===== src/sv/assert_macros.svh =====
// ----------------------------------------------------------------------------
// assert_macros.svh
// concurrent assertion helpers, clocked on clk with active-low rst_n
// ----------------------------------------------------------------------------
`ifndef ASSERT_MACROS_SVH
`define ASSERT_MACROS_SVH

`ifndef SYNTHESIS

// property must hold at every clock edge outside reset
`define ASSERT_ALWAYS(lbl, prop) \
    lbl: assert property (@(posedge clk) disable iff (!rst_n) (prop)) \
        else $error("assertion failed");

// when ante holds, cons must hold on the next clock edge
`define ASSERT_NEXT(lbl, ante, cons) \
    lbl: assert property (@(posedge clk) disable iff (!rst_n) (ante) |=> (cons)) \
        else $error("assertion failed");

`else

`define ASSERT_ALWAYS(lbl, prop)
`define ASSERT_NEXT(lbl, ante, cons)

`endif

`endif


===== src/sv/dmp_pkg.sv =====
// ----------------------------------------------------------------------------
// dmp_pkg
// shared constants and types for the debounced multi-press detector
// ----------------------------------------------------------------------------
package dmp_pkg;

    localparam int PRESS_COUNT = 3;
    localparam int SLOT_W      = (PRESS_COUNT > 1) ? $clog2(PRESS_COUNT) : 1;
    localparam int TIME_W      = 32;
    localparam int CFG_W       = 16;
    localparam int CFG_ADDR_W  = 2;

    localparam logic [CFG_ADDR_W-1:0] CFG_DEBOUNCE = CFG_ADDR_W'(0);
    localparam logic [CFG_ADDR_W-1:0] CFG_WINDOW   = CFG_ADDR_W'(1);

    localparam logic [CFG_W-1:0] DEBOUNCE_RESET = CFG_W'(50);
    localparam logic [CFG_W-1:0] WINDOW_RESET   = CFG_W'(3000);

    typedef struct packed {
        logic              press;
        logic [TIME_W-1:0] now;
    } press_evt_t;

    typedef struct packed {
        logic debounced_level;
        logic press_seen;
        logic multi_press;
    } result_t;

endpackage


===== src/sv/dmp_debounce.sv =====
// ----------------------------------------------------------------------------
// dmp_debounce
// tick timer and debounce filter, flags debounced high-to-low edges
// ----------------------------------------------------------------------------
`include "assert_macros.svh"

module dmp_debounce
    import dmp_pkg::*;
(
    input  logic             clk,
    input  logic             rst_n,
    input  logic             step,
    input  logic             raw,
    input  logic [CFG_W-1:0] debounce_ticks,
    output press_evt_t       evt,
    output logic             level
);

    logic [TIME_W-1:0] tick_reg;
    logic [TIME_W-1:0] tick_next;
    logic              prev_raw_reg;
    logic [TIME_W-1:0] last_change_reg;
    logic [TIME_W-1:0] last_change_next;
    logic              stable_reg;
    logic              stable_next;
    logic [TIME_W-1:0] elapsed;
    logic              follow;

    always_comb
    begin
        elapsed          = tick_reg - last_change_reg;
        follow           = (raw == prev_raw_reg)
                           && (elapsed > TIME_W'(debounce_ticks))
                           && (raw != stable_reg);
        stable_next      = follow ? raw : stable_reg;
        last_change_next = (raw != prev_raw_reg) ? tick_reg : last_change_reg;
        tick_next        = tick_reg + TIME_W'(1);
        evt.press        = follow && !raw;
        evt.now          = tick_reg;
        level            = stable_next;
    end

    always_ff @(posedge clk or negedge rst_n)
    begin
        if (!rst_n)
        begin
            tick_reg        <= '0;
            prev_raw_reg    <= 1'b1;
            last_change_reg <= '0;
            stable_reg      <= 1'b1;
        end
        else if (step)
        begin
            tick_reg        <= tick_next;
            prev_raw_reg    <= raw;
            last_change_reg <= last_change_next;
            stable_reg      <= stable_next;
        end
    end

    `ASSERT_NEXT(a_hold_when_idle, !step, $stable(tick_reg) && $stable(stable_reg))
    `ASSERT_NEXT(a_change_stamp, step && (raw != prev_raw_reg),
                 last_change_reg == $past(tick_reg))
    `ASSERT_ALWAYS(a_press_is_fall, !evt.press || (stable_reg && !raw))

endmodule


===== src/sv/dmp_press_window.sv =====
// ----------------------------------------------------------------------------
// dmp_press_window
// ring of press timestamps with parallel window age compares
// ----------------------------------------------------------------------------
module dmp_press_window
    import dmp_pkg::*;
(
    input  logic             clk,
    input  logic             rst_n,
    input  logic             step,
    input  press_evt_t       evt,
    input  logic [CFG_W-1:0] window_ticks,
    output logic             multi
);

    logic [TIME_W-1:0]      times_reg [PRESS_COUNT];
    logic [PRESS_COUNT-1:0] valid_reg;
    logic [SLOT_W-1:0]      slot_reg;
    logic [SLOT_W-1:0]      slot_next;
    logic [PRESS_COUNT-1:0] hit;
    logic [TIME_W-1:0]      age [PRESS_COUNT];

    always_comb
    begin
        for (int i = 0; i < PRESS_COUNT; i++)
        begin
            age[i] = evt.now - times_reg[i];
            if (slot_reg == SLOT_W'(i))
                hit[i] = 1'b1;
            else
                hit[i] = valid_reg[i] && (age[i] <= TIME_W'(window_ticks));
        end
        multi     = evt.press && (&hit);
        slot_next = (slot_reg == SLOT_W'(PRESS_COUNT - 1)) ? '0 : slot_reg + SLOT_W'(1);
    end

    always_ff @(posedge clk)
    begin
        if (step && evt.press)
            times_reg[slot_reg] <= evt.now;
    end

    always_ff @(posedge clk or negedge rst_n)
    begin
        if (!rst_n)
        begin
            valid_reg <= '0;
            slot_reg  <= '0;
        end
        else if (step && evt.press)
        begin
            slot_reg <= slot_next;
            if (multi)
                valid_reg <= '0;
            else
                valid_reg[slot_reg] <= 1'b1;
        end
    end

endmodule


===== src/sv/dmp_out_buf.sv =====
// ----------------------------------------------------------------------------
// dmp_out_buf
// two-entry result buffer, output register plus skid register
// ----------------------------------------------------------------------------
module dmp_out_buf
    import dmp_pkg::*;
(
    input  logic    clk,
    input  logic    rst_n,
    input  logic    push,
    input  result_t push_data,
    input  logic    out_stall,
    output logic    out_valid,
    output result_t out_data,
    output logic    full
);

    logic    head_vld_reg;
    logic    skid_vld_reg;
    result_t head_reg;
    result_t skid_reg;
    logic    pop;

    assign pop       = head_vld_reg && !out_stall;
    assign out_valid = head_vld_reg;
    assign out_data  = head_reg;
    assign full      = skid_vld_reg;

    always_ff @(posedge clk or negedge rst_n)
    begin
        if (!rst_n)
        begin
            head_vld_reg <= 1'b0;
            skid_vld_reg <= 1'b0;
        end
        else if (skid_vld_reg)
        begin
            if (pop)
                skid_vld_reg <= 1'b0;
        end
        else if (head_vld_reg)
        begin
            if (push && !pop)
                skid_vld_reg <= 1'b1;
            else if (!push && pop)
                head_vld_reg <= 1'b0;
        end
        else if (push)
        begin
            head_vld_reg <= 1'b1;
        end
    end

    always_ff @(posedge clk)
    begin
        if (skid_vld_reg)
        begin
            if (pop)
                head_reg <= skid_reg;
        end
        else if (head_vld_reg)
        begin
            if (push && pop)
                head_reg <= push_data;
            else if (push)
                skid_reg <= push_data;
        end
        else if (push)
        begin
            head_reg <= push_data;
        end
    end

endmodule


===== src/sv/debounced_multi_press_detector.sv =====
// ----------------------------------------------------------------------------
// debounced_multi_press_detector
// debounces an active-low button sampled once per tick and flags a burst
// of PRESS_COUNT presses inside a configurable window
//
//   channel  direction  handshake            payload
//   in       input      in_valid/in_stall    button_level
//   out      output     out_valid/out_stall  debounced_level, press_seen,
//                                            multi_press
//   cfg      input      cfg_valid/cfg_ready  cfg_index, cfg_data
//
// one transaction per cycle sustained while out_stall does not hold the flow;
// a result passes the input register, then the result register
// reset restores the register defaults, timer and press ring right away
// a stalled output fills the skid register, then in_stall rises
// ----------------------------------------------------------------------------
`include "assert_macros.svh"

module debounced_multi_press_detector
    import dmp_pkg::*;
(
    input  logic                  clk,
    input  logic                  rst_n,
    input  logic                  in_valid,
    output logic                  in_stall,
    input  logic                  button_level,
    output logic                  out_valid,
    input  logic                  out_stall,
    output logic                  debounced_level,
    output logic                  press_seen,
    output logic                  multi_press,
    input  logic                  cfg_valid,
    output logic                  cfg_ready,
    input  logic [CFG_ADDR_W-1:0] cfg_index,
    input  logic [CFG_W-1:0]      cfg_data
);

    logic             in_vld_reg;
    logic             in_level_reg;
    logic [CFG_W-1:0] debounce_reg;
    logic [CFG_W-1:0] window_reg;
    logic             step;
    logic             buf_full;
    logic             level;
    logic             multi;
    press_evt_t       evt;
    result_t          res;
    result_t          out_res;

    assign cfg_ready = 1'b1;
    assign step      = in_vld_reg && !buf_full;
    assign in_stall  = in_vld_reg && buf_full;

    always_ff @(posedge clk or negedge rst_n)
    begin
        if (!rst_n)
        begin
            debounce_reg <= DEBOUNCE_RESET;
            window_reg   <= WINDOW_RESET;
        end
        else if (cfg_valid && cfg_ready)
        begin
            case (cfg_index)
                CFG_DEBOUNCE: debounce_reg <= cfg_data;
                CFG_WINDOW:   window_reg   <= cfg_data;
                default:      ;
            endcase
        end
    end

    always_ff @(posedge clk or negedge rst_n)
    begin
        if (!rst_n)
            in_vld_reg <= 1'b0;
        else if (!in_stall)
            in_vld_reg <= in_valid;
    end

    always_ff @(posedge clk)
    begin
        if (!in_stall && in_valid)
            in_level_reg <= button_level;
    end

    dmp_debounce u_debounce (
        .clk            (clk),
        .rst_n          (rst_n),
        .step           (step),
        .raw            (in_level_reg),
        .debounce_ticks (debounce_reg),
        .evt            (evt),
        .level          (level)
    );

    dmp_press_window u_window (
        .clk          (clk),
        .rst_n        (rst_n),
        .step         (step),
        .evt          (evt),
        .window_ticks (window_reg),
        .multi        (multi)
    );

    always_comb
    begin
        res.debounced_level = level;
        res.press_seen      = evt.press;
        res.multi_press     = multi;
    end

    dmp_out_buf u_out_buf (
        .clk       (clk),
        .rst_n     (rst_n),
        .push      (step),
        .push_data (res),
        .out_stall (out_stall),
        .out_valid (out_valid),
        .out_data  (out_res),
        .full      (buf_full)
    );

    assign debounced_level = out_res.debounced_level;
    assign press_seen      = out_res.press_seen;
    assign multi_press     = out_res.multi_press;

    `ASSERT_ALWAYS(a_multi_needs_press, !out_valid || !multi_press || press_seen)
    `ASSERT_ALWAYS(a_press_level_low, !out_valid || !press_seen || !debounced_level)
    `ASSERT_ALWAYS(a_full_has_head, !buf_full || out_valid)

endmodule

===== config.mk =====
export PLATFORM = sky130hd
export DESIGN_NAME = debounced_multi_press_detector
export DESIGN_NICKNAME = d
export VERILOG_FILES = /design/src/sv/dmp_pkg.sv /design/src/sv/dmp_debounce.sv /design/src/sv/dmp_press_window.sv /design/src/sv/dmp_out_buf.sv /design/src/sv/debounced_multi_press_detector.sv
export VERILOG_INCLUDE_DIRS = /design/src /design/src/sv
export SDC_FILE = /design/constraint.sdc
export NUM_CORES = 1
export LEC_CHECK = 0
export BUFFER_PORTS_ARGS = -buffer_cell sky130_fd_sc_hd__buf_2
export CAP_MARGIN = 20
export CORE_MARGIN = 3
export CORE_UTILIZATION = 25
export DETAILED_ROUTE_END_ITERATION = 6
export PLACE_DENSITY_LB_ADDON = 0.08
export SKIP_LAST_GASP = 1
export SLEW_MARGIN = 20
export SYNTH_ARGS = -nofsm -noshare
export SYNTH_HDL_FRONTEND = slang
export SYNTH_SLANG_ARGS = --single-unit

===== constraint.sdc =====
create_clock -name clk -period 6.9 [get_ports clk]
set_input_delay 0.345 -clock clk [delete_from_list [all_inputs] [get_ports clk]]
set_output_delay 0.345 -clock clk [all_outputs]
set_load 0.05 [all_outputs]

==> results of run 1 <==
-- kinds of logic (layout without fill, tap and decap cells) --
| family | count (synthesis) | count (layout) | share of synthesized area (%) |
|---|---|---|---|
| DFF | 209 | 209 | 33.0 |
| and+or+nand+nor | 611 | 611 | 17.7 |
| AOI/OAI and AO/OA | 566 | 566 | 21.2 |
| other | 1 | 2 | 0.0215 |
| buffers and inverters | 260 | 308 | 5.84 |
| muxes | 31 | 31 | 1.94 |
| xor gates and xnor gates | 124 | 124 | 6.22 |
| adders and majority gates | 193 | 193 | 14.0 |
-- how the worst max path moves through the flow --
stage / start / slack (ns) / cells past startpoint / to
2_1_floorplan: u_debounce.tick_reg[1]$_DFFE_PN0P_ / 0.30 / 17 / u_window.times_reg[1][0]$_DFFE_PP_
3_3_place_gp: u_debounce.tick_reg[1]$_DFFE_PN0P_ / 1.01 / 22 / u_window.valid_reg[2]$_DFFE_PN0N_
3_5_place_dp: u_debounce.tick_reg[4]$_DFFE_PN0P_ / 0.89 / 20 / u_out_buf.skid_reg[0]$_DFFE_PP_
4_1_cts: u_debounce.tick_reg[4]$_DFFE_PN0P_ / 0.84 / 20 / u_out_buf.skid_reg[0]$_DFFE_PP_
5_1_grt: u_debounce.tick_reg[1]$_DFFE_PN0P_ / 0.46 / 22 / u_window.valid_reg[2]$_DFFE_PN0N_
6_report: u_debounce.tick_reg[1]$_DFFE_PN0P_ / 1.0 / 22 / u_window.valid_reg[2]$_DFFE_PN0N_
-- power by group through the flow --
stage	clock (mW)	combinational, mW	sequential, mW
2_1_floorplan	0	1.93	1.64
3_3_place_gp	0	2.73	1.63
3_5_place_dp	0	2.72	1.63
4_1_cts	1.51	2.75	1.61
5_1_grt	1.56	3.09	1.63
6_report	1.44	2.72	1.60
-- metal layers --
layer / track usage, % / wire length [microns] / up-vias
met2: 25.6 / 26500 / 192
met3: 1.65 / 1800 / 72
met4: 4.15 / 1390 / 0
li1: - / - / 7322
met5: 0 / 0 / -
met1: 21.4 / 27600 / 7055
-- layout make-up --
cell class                      instances  area, sq um  share of cell area (%)
Clock buffer                           39          772                    3.92
Timing Repair Buffer                   65          455                    2.31
Clock inverter                         12          128                   0.648
Antenna cell                            1         2.50                  0.0127
Multi-Input combinational cell       1526        10700                    54.3
Inverter                              192          721                    3.66
Tap cell                              931         1160                    5.91
Sequential cell                       209         5760                    29.2
-- critical path, delay by kind of cell, from the launching register on --
kind	cells	cell delay [ns]
buf+inv	3	0.71
compound gates	7	2.27
xor+xnor	1	0.18
flops	1	0.39
simple gates	9	1.61
fa+ha+maj	2	0.59
-- metrics by stage --
stage               area (sq um)  total power, mW
floorplan                  17500             3.57
finish                     19700             5.77
global placement           18700             4.36
global route               19700             6.27
CTS                        19700             5.87
detailed placement         18700             4.36
-- layout by cell type (no fill, tap or decap), types with 49 or more instances in the layout --
| cell | netlist | routed |
|---|---|---|
| xnor2_1 | 75 | 75 |
| xor2_1 | 49 | 49 |
| dfrtp_1 | 94 | 94 |
| o21ai_0 | 117 | 117 |
| nand3_1 | 61 | 61 |
| ha_1 | 189 | 189 |
| a21oi_1 | 167 | 167 |
| nand2_1 | 202 | 202 |
| inv_1 | 192 | 192 |
| nand4_1 | 51 | 51 |
| edfxtp_1 | 103 | 103 |
| nor2_1 | 110 | 109 |
==> impl_results.md, run 1 <==
- Status: complete, no violations
- Comb power frac: 47.2%
- Worst VDD drop: ~0.00021 V
- Most common cell in the netlist: nand2_1
- Setup slack after layout: about 1.0 ns
- Max Freq: 169 MHz
- Site Rows: between 90 and 100
- Overall routing resource usage: about 15%
- Crit path top cell by count: buf_4
- CTS sink count: 209
- Antenna Nets Post-Route: 0
- Top post-synthesis cells by count: nand2_1, inv_1, ha_1, a21oi_1, o21ai_0
- Final Net Count: 2239
- Antenna violations before repair: 4
- Die ar.: between 70000 and 80000 sq um
- Post-Synthesis Cells: approximately 2000
- Grt ovf: 0
- Cell Chain, Critical Path: buf_4 > ha_1 > nor2b_1 > o31ai_1 > a21oi_1 > a211oi_1 > nor2_1 > xor2_1 > ha_1 > nand4_1 > nor2_1 > a22o_1 > or4_1 > a21oi_1 > nor4b_1 > o2111ai_1 > nor4_4 > buf_4 > nor3_1 > and2_1 > buf_4 > o21ba_1
- Reg clk slew, reported paths: ~0.060 ns
- Pre-antenna DRT Iters: 5
- Layout cell share with drive strength beyond 1: under 10%
- Clock Tree Root: clkbuf_16
- Max clock buf depth: 3
- Clock Latency Late Sink: between 0.5 and 0.6 ns
- I/O pin cnt: 30
- Critical R2R Capture: u_window.valid_reg[2]$_DFFE_PN0N_
- Least-Margin Pin Slew: ~0.91 ns
- Final Skew: approximately 0.013 ns
- Final Instance Count excl. Fillers: 2975
- Area share of the largest cell type after synthesis: between 10% and 20%
- Cell Area, Synth: about 17000 sq um
- Vias/cell: 4.92
- DRT Wirelength: roughly 57000 microns
- Fillers: 7286
- EDFF count, synth: about 100
- TritonCTS clock tree: built
- Switch share: 40.7%
- Hold_ws: 0.0310 ns
- Slowest CP cell: a211oi_1
- Largest stage delay on the critical path: a little under 0.7 ns
- Yosys warning total: 0
- Pin count of the biggest net entering global routing: 70
- Die Height: 270 microns
- Residual DRC: 0
- Max-cap violations: 0
- Hold Crit Class: in2reg
- Final setup viols: 0
- Initial Utilization: between 20 and 30%
- Routed via count: roughly 15000
- H-tree depth: 1
- Hold-fix buffers, CTS: 6
- Crit start category: flop
- CP required: 7.36 ns
- Mean Syn Cell Area: roughly 9 sq um
- Num CTS Buffers: 28
- Syn_nets: around 2200
- Core footprint: about 70000 sq um
- Post-DR wirelength/cell: a little under 20 microns
- Post-CTS sizing: 0
- Seq cells post-synth: 209
- Cell total after placement: 2916
- Leak Pwr: 8.67 nW
- Int Pwr: between 3 and 4 mW
- First-pass GRT wire length: around 90000 microns
- Number of global-route vias before repair: approximately 15000
- Count of final max-slew check failures: 0
- R2r setup slk: ~1 ns
- Synth area leader: edfxtp_1
- Dpl ws: roughly 0.89 ns
- Sequential cell area fraction in the yosys report: ~33%
- Max reg flops: 96
- Final Util: roughly 29%
- Clock power share: around 25%
- Hold_sp: cfg_data[2]
- CP Capture Type: flop
- Max-Slew Margin vs Limit: a little under two fifths
- Post-synthesis async set-or-reset flop share: 50.7%
- Final setup TNS: 0 ns
- Synth top area cells: edfxtp_1, ha_1, dfrtp_1
- Fin crit share: around 86%
- Post-CTS setup repair buffer count: 0
- Synth Flop Type: edfxtp_1
- Sw power: ~2.3 mW
- Port bufs: 28
- Final hold vios: 0
- RD Place Congestion: ~0.83
- Yosys cell types: between 100 and 150
- Min Tclk post-route: slightly below 6 ns
- Die Wd: 270 microns
- Critical Path Fanout Max: 33
- WP data arrival: about 6.4 ns
- Critical R2R Launch: u_debounce.tick_reg[1]$_DFFE_PN0P_
- Hpwl dp: about 45000 microns
- Power density cells: 293 nW/um^2
- Critical path type: reg2reg
- Area Growth Syn to Fin: 12.9%
- Drt initial violations: between 800 and 900
- Hold depth: 3
- RSZ-0062 raised after global routing: false
- Reg2reg path depth: 22
- Reg power frac: 27.8%
- Worst hold endpoint: debounce_reg[2]$_DFFE_PN0P_
No activity file was read; power rests on OpenSTA's default activity.
==> run 2, diff against run 1 <==
--- a/config.mk
+++ b/config.mk
@@ -12,6 +12,7 @@
 export CORE_UTILIZATION = 25
 export DETAILED_ROUTE_END_ITERATION = 6
 export PLACE_DENSITY_LB_ADDON = 0.08
+export REMOVE_ABC_BUFFERS = 1
 export SKIP_LAST_GASP = 1
 export SLEW_MARGIN = 20
 export SYNTH_ARGS = -nofsm -noshare
==> impl_results.md, run 2 (synthesis gave the netlist of run 1 again) <==
- Status: complete, no violations
- WP data arrival: between 6 and 7 ns
- Met3 Wirelength: ~1700 microns
- Final setup viols: 0
- Clock Tree Root: clkbuf_16
- Ant diodes: 0
- RD Place Congestion: 0.842
- Post-DR wirelength/cell: about 19 microns
- Commonest non-fill, non-tap cells in the layout: nand2_1, inv_1, ha_1, a21oi_1, o21ai_0
- Pre-antenna DRT Iters: 5
- Crit start category: flop
- First-pass GRT wire length: 87100 microns
- DRT met1 WL: between 20000 and 30000 microns
- Number of global-route vias before repair: 15006
- Fin crit share: between 80% and 90%
- Worst VDD drop: 0.000253 V
- TritonCTS clock tree: built
- RSZ-0062 raised after global routing: false
- I/O pin cnt: 30
- Commonest non-fill, non-tap cell in the layout: nand2_1
- Hpwl dp: about 44000 microns
- Final Skew: about 0.018 ns
- Core footprint: around 70000 sq um
- Min Tclk post-route: slightly below 6 ns
- Hold_ws: 0.0324 ns
- Grt ovf: 0
- Site Rows: 96
- Antenna Nets Post-Route: 0
- Drt initial violations: about 800
- Die Wd: roughly 270 microns
- Num CTS Buffers: 28
- Die ar.: about 73000 sq um
- DRT Wirelength: 55800 microns
- Leak Pwr: 8.68 nW
- Overall routing resource usage: 15.0%
- Residual DRC: 0
- Layout cell share with drive strength beyond 1: between 8 and 9%
- Die Height: around 270 microns
- CP Capture Type: flop
- Final setup TNS: 0 ns
- Reg clk slew, reported paths: 0.06 ns
- Clock Latency Late Sink: ~0.58 ns
- Max Freq: between 150 and 200 MHz
- Vias/cell: a little under 5
- Least-Margin Pin Slew: roughly 1.0 ns
- Hold Crit Class: in2reg
- Met2 wire length: between 20000 and 30000 microns
- Count of final max-slew check failures: 0
- CTS sink count: approximately 210
- Reg2reg path depth: 21
- Power density cells: 298 nW/um^2
- CP required: around 7 ns
- Final Net Count: roughly 2200
- Critical path type: reg2reg
- Critical Path Fanout Max: 33
- Design Power: just under 6 mW
- Max-cap violations: 0
- Port bufs: 28
- Final hold vios: 0
- Max layer used: met4
- H-tree depth: 1
- Hold depth: 3
- Pin count of the biggest net entering global routing: 64
- Routed via count: 14624
- Max clock buf depth: 3
- Area Growth Syn to Fin: 13.1%
- Max reg flops: 96
- Antenna violations before repair: 1
- Initial Utilization: between 20% and 30%
- Max-Slew Margin vs Limit: between 30 and 40%
- Fillers: ~7400
## run 2: critical path, cell delays in order, from the launching register on
cell and delay, ns:
dfrtp_1 0.44, inv_1 0.23, ha_1 0.24, nor2b_1 0.08
o31ai_1 0.49, a21oi_1 0.25, a211oi_1 0.72, nor2_1 0.13
xor2_1 0.18, ha_1 0.29, nand4_1 0.14, nor2_1 0.06
a22o_1 0.16, or4_1 0.39, a21oi_1 0.27, nor4b_1 0.29
o2111ai_1 0.28, nor4_4 0.20, buf_4 0.23, nor3_1 0.09
and2_1 0.17, buf_4 0.27
## run 2: layout make-up
class	count	area (sq um)	area share (%)
Multi-Input combinational cell	1526	10700	54.2
Sequential cell	209	5760	29.2
Clock buffer	34	797	4.04
Timing Repair Buffer	63	428	2.17
Clock inverter	18	175	0.887
Inverter	192	721	3.65
Tap cell	931	1160	5.90
## run 2: final timing paths
check                                                         from                                          to  slack (ns)
worst min register to register           window_reg[6]$_DFFE_PN0P_                   window_reg[6]$_DFFE_PN0P_        0.51
max in group asynchronous                                    rst_n                  window_reg[15]$_DFFE_PN0P_        5.23
worst max register to register  u_debounce.tick_reg[0]$_DFFE_PN0P_          u_window.times_reg[2][3]$_DFFE_PP_        0.93
worst max-delay path            u_debounce.tick_reg[0]$_DFFE_PN0P_          u_window.times_reg[2][3]$_DFFE_PP_        0.93
worst min-delay path                                     out_stall                    u_out_buf.full$_DFF_PN0_        0.03
min in group asynchronous                                    rst_n  u_debounce.last_change_reg[29]$_DFFE_PN0P_        0.33
## run 2: what timing repair did
action,in CTS,in global routing
endpoints found under the hold margin,51,0
endpoints found under the setup margin,0,0
hold buffers,9,0
setup buffers,0,0
resized for setup,0,0
## run 2: power breakdown
part           internal [mW]  switching, mW
clock                  0.931          0.607
sequential              1.49          0.120
combinational           1.07           1.65
## run 2: layer usage
metal	track usage, %	vias to the layer above
li1	-	7318
met1	20.6	7052
met2	25.1	191
met3	1.87	63
met4	3.85	0
met5	0	-
## run 2: stage by stage
step / instance area, sq um / worst slack [ns] / util, % / std cells
final: 19700 / 0.932 / 28.7 / 2973
after global routing: 19700 / 0.432 / 28.7 / 2973
after CTS: 19700 / 0.873 / 28.7 / 2973
after detailed placement: 18700 / 0.907 / 27.1 / 2912
after global placement: 18700 / 1.02 / 27.1 / 2912
after floorplan: 17200 / 0.297 / - / 1927
==> run 3, diff against run 2 <==
--- a/config.mk
+++ b/config.mk
@@ -9,7 +9,7 @@
 export BUFFER_PORTS_ARGS = -buffer_cell sky130_fd_sc_hd__buf_2
 export CAP_MARGIN = 20
 export CORE_MARGIN = 3
-export CORE_UTILIZATION = 25
+export CORE_UTILIZATION = 51
 export DETAILED_ROUTE_END_ITERATION = 6
 export PLACE_DENSITY_LB_ADDON = 0.08
 export REMOVE_ABC_BUFFERS = 1
==> impl_results.md, run 3 (synthesis gave the netlist of run 1 again) <==
- Top delay family on crit path: compound AO/OA/AOI/OAI gates
- Max Freq: 163 MHz
- Overall routing resource usage: between 20% and 30%
- DRT met1 WL: 21200 microns
- Met2 wire length: ~21000 microns
- Die ar.: 36500 sq um
- Fillers: 3128
- Post-placement cell area: around 18000 sq um
- First-pass GRT wire length: 74100 microns
- Die Wd: roughly 190 microns
- Vias/cell: a little under 6
- Commonest non-fill, non-tap cell in the layout: nand2_1
- TritonCTS clock tree: built
- CTS sink count: between 200 and 250
- Slowest CP cell: a211oi_1
- Crit start category: flop
- Hold Crit Class: in2reg
- Die Height: approximately 190 microns
- Max-cap violations: 0
- Post-CTS sizing: 0
- Largest stage delay on the critical path: between 0.7 and 0.8 ns
- Layout cell share with drive strength beyond 1: ~8%
- Antenna violations before repair: 0
- Critical Path Fanout Max: 33
- Fin crit share: 88.9%
- Site Rows: 67
- Area Growth Syn to Fin: 8.27%
- Max clock buf depth: 3
- Clock Tree Root: clkbuf_16
- Power density cells: between 300 and 400 nW/um^2
- Final Skew: between 0.02 and 0.025 ns
- DRT Wirelength: approximately 46000 microns
- Critical path type: reg2reg
- WP buf/inv: 2
- Routed via count: between 10000 and 15000
- Design Power: around 5.7 mW
- Final setup TNS: 0 ns
- Final hold vios: 0
- Least-Margin Pin Slew: a little under 1 ns
- Number of global-route vias before repair: 14321
- Grt ovf: 0
- Post-DR wirelength/cell: 18.6 microns
- Min Tclk post-route: between 6 and 7 ns
- Drt initial violations: approximately 900
- FF/Latch Area: roughly 5800 sq um
- Met3 Wirelength: between 1500 and 2000 microns
- Final setup viols: 0
- Reg clk slew, reported paths: about 0.06 ns
- Pin count of the biggest net entering global routing: 77
- Cell Chain, Critical Path: inv_1 > ha_1 > nor2b_1 > o31ai_1 > a21oi_1 > a211oi_1 > nor2_1 > xor2_1 > ha_1 > nand4_1 > nor2_1 > a22o_1 > or4_1 > a21oi_1 > nor4b_1 > o2111ai_1 > nor4_4 > or3_4 > nor3b_2 > buf_4 > o21ba_1
- Max reg flops: 96
- Leak Pwr: ~8.5 nW
- Ant diodes: 0
- I/O pin cnt: 30
- Hpwl dp: 36400 microns
- Residual DRC: 0
- Final design area excluding fillers: around 19000 sq um
- Num CTS Buffers: 24
- Clock Latency Late Sink: 0.53 ns
- WP data arrival: between 6 and 7 ns
- Count of final max-slew check failures: 0
- Max layer used: met4
- Antenna Nets Post-Route: 0
- Final Net Count: roughly 2200
- Multi-input gate area in the final layout: 10700 sq um
- Initial Utilization: about half
- Max-Slew Margin vs Limit: about a third
- Port bufs: 28
- Status: complete, no violations
- Pre-antenna DRT Iters: 6
- H-tree depth: 1
- Worst VDD drop: about 0.00036 V
- Commonest non-fill, non-tap cells in the layout: nand2_1, inv_1, ha_1, a21oi_1, o21ai_0
- CP Capture Type: flop
- RD Place Congestion: approximately 0.95
- Core footprint: 33600 sq um
- RSZ-0062 raised after global routing: false
- CP required: between 7 and 8 ns
-- run 3: cell count changes in the layout (fill, tap and decap cells not counted) --
| cell | delta |
|---|---|
| clkinvlp_4 | -3 |
| clkbuf_16 | -2 |
| dlygate4sd3_1 | -7 |
| clkbuf_1 | +1 |
| clkinv_2 | -3 |
| clkinv_1 | -2 |
| clkinv_4 | +1 |
| buf_4 | -12 |
-- run 3: final timing paths --
check                                              startpoint                           endpoint  slack [ns]  depth (start not counted)
setup / recovery           u_debounce.tick_reg[0]$_DFFE_PN0P_  u_window.valid_reg[1]$_DFFE_PN0N_        0.77                         21
hold / removal                                       in_valid             in_vld_reg$_DFFE_PN0N_        0.03                          2
setup reg to reg           u_debounce.tick_reg[0]$_DFFE_PN0P_  u_window.valid_reg[1]$_DFFE_PN0N_        0.77                         21
hold reg to reg                    window_reg[13]$_DFFE_PN0P_         window_reg[13]$_DFFE_PN0P_        0.51                          1
max in group asynchronous                               rst_n         window_reg[14]$_DFFE_PN0P_        5.26                          3
min in group asynchronous                               rst_n   u_window.slot_reg[0]$_DFFE_PN0N_        0.30                          2
-- run 3: through the flow --
step | util [%] | setup slack [ns] | hold slack (ns) | std cells
after detailed placement | 53.5 | 0.983 | 0.308 | 2417
after global routing | 56.2 | 0.398 | 0.0254 | 2463
final | 56.2 | 0.768 | 0.0345 | 2463
after global placement | 53.5 | 1.12 | 0.302 | 2417
after CTS | 56.2 | 0.912 | 0.0135 | 2463
after floorplan | - | 0.297 | 0.0494 | 1927
-- run 3: where the power goes --
group          internal [mW]  leakage [nW]  switching, mW
Combinational           1.07          5.82           1.59
Sequential              1.49          2.29          0.125
Clock                  0.876         0.438          0.529
-- run 3: repair_timing --
action                    in CTS  in global routing
hold buffers                   2                  0
buffers inserted               0                  0
hold endpoints to repair      29                  0
-- run 3: area by class of cell --
type	count	share of cell area, %
flip-flops and latches	209	30.5
multi-input cells	1526	56.6
inverters	192	3.81
clock inverters	11	0.735
clock buffers	33	3.97
well taps	448	2.97
repair buffers	44	1.42
-- run 3: layer usage --
layer	vias up	track usage [%]
met5	-	0
met4	0	8.38
met3	92	2.40
met2	344	41.7
met1	6959	34.6
li1	7278	-
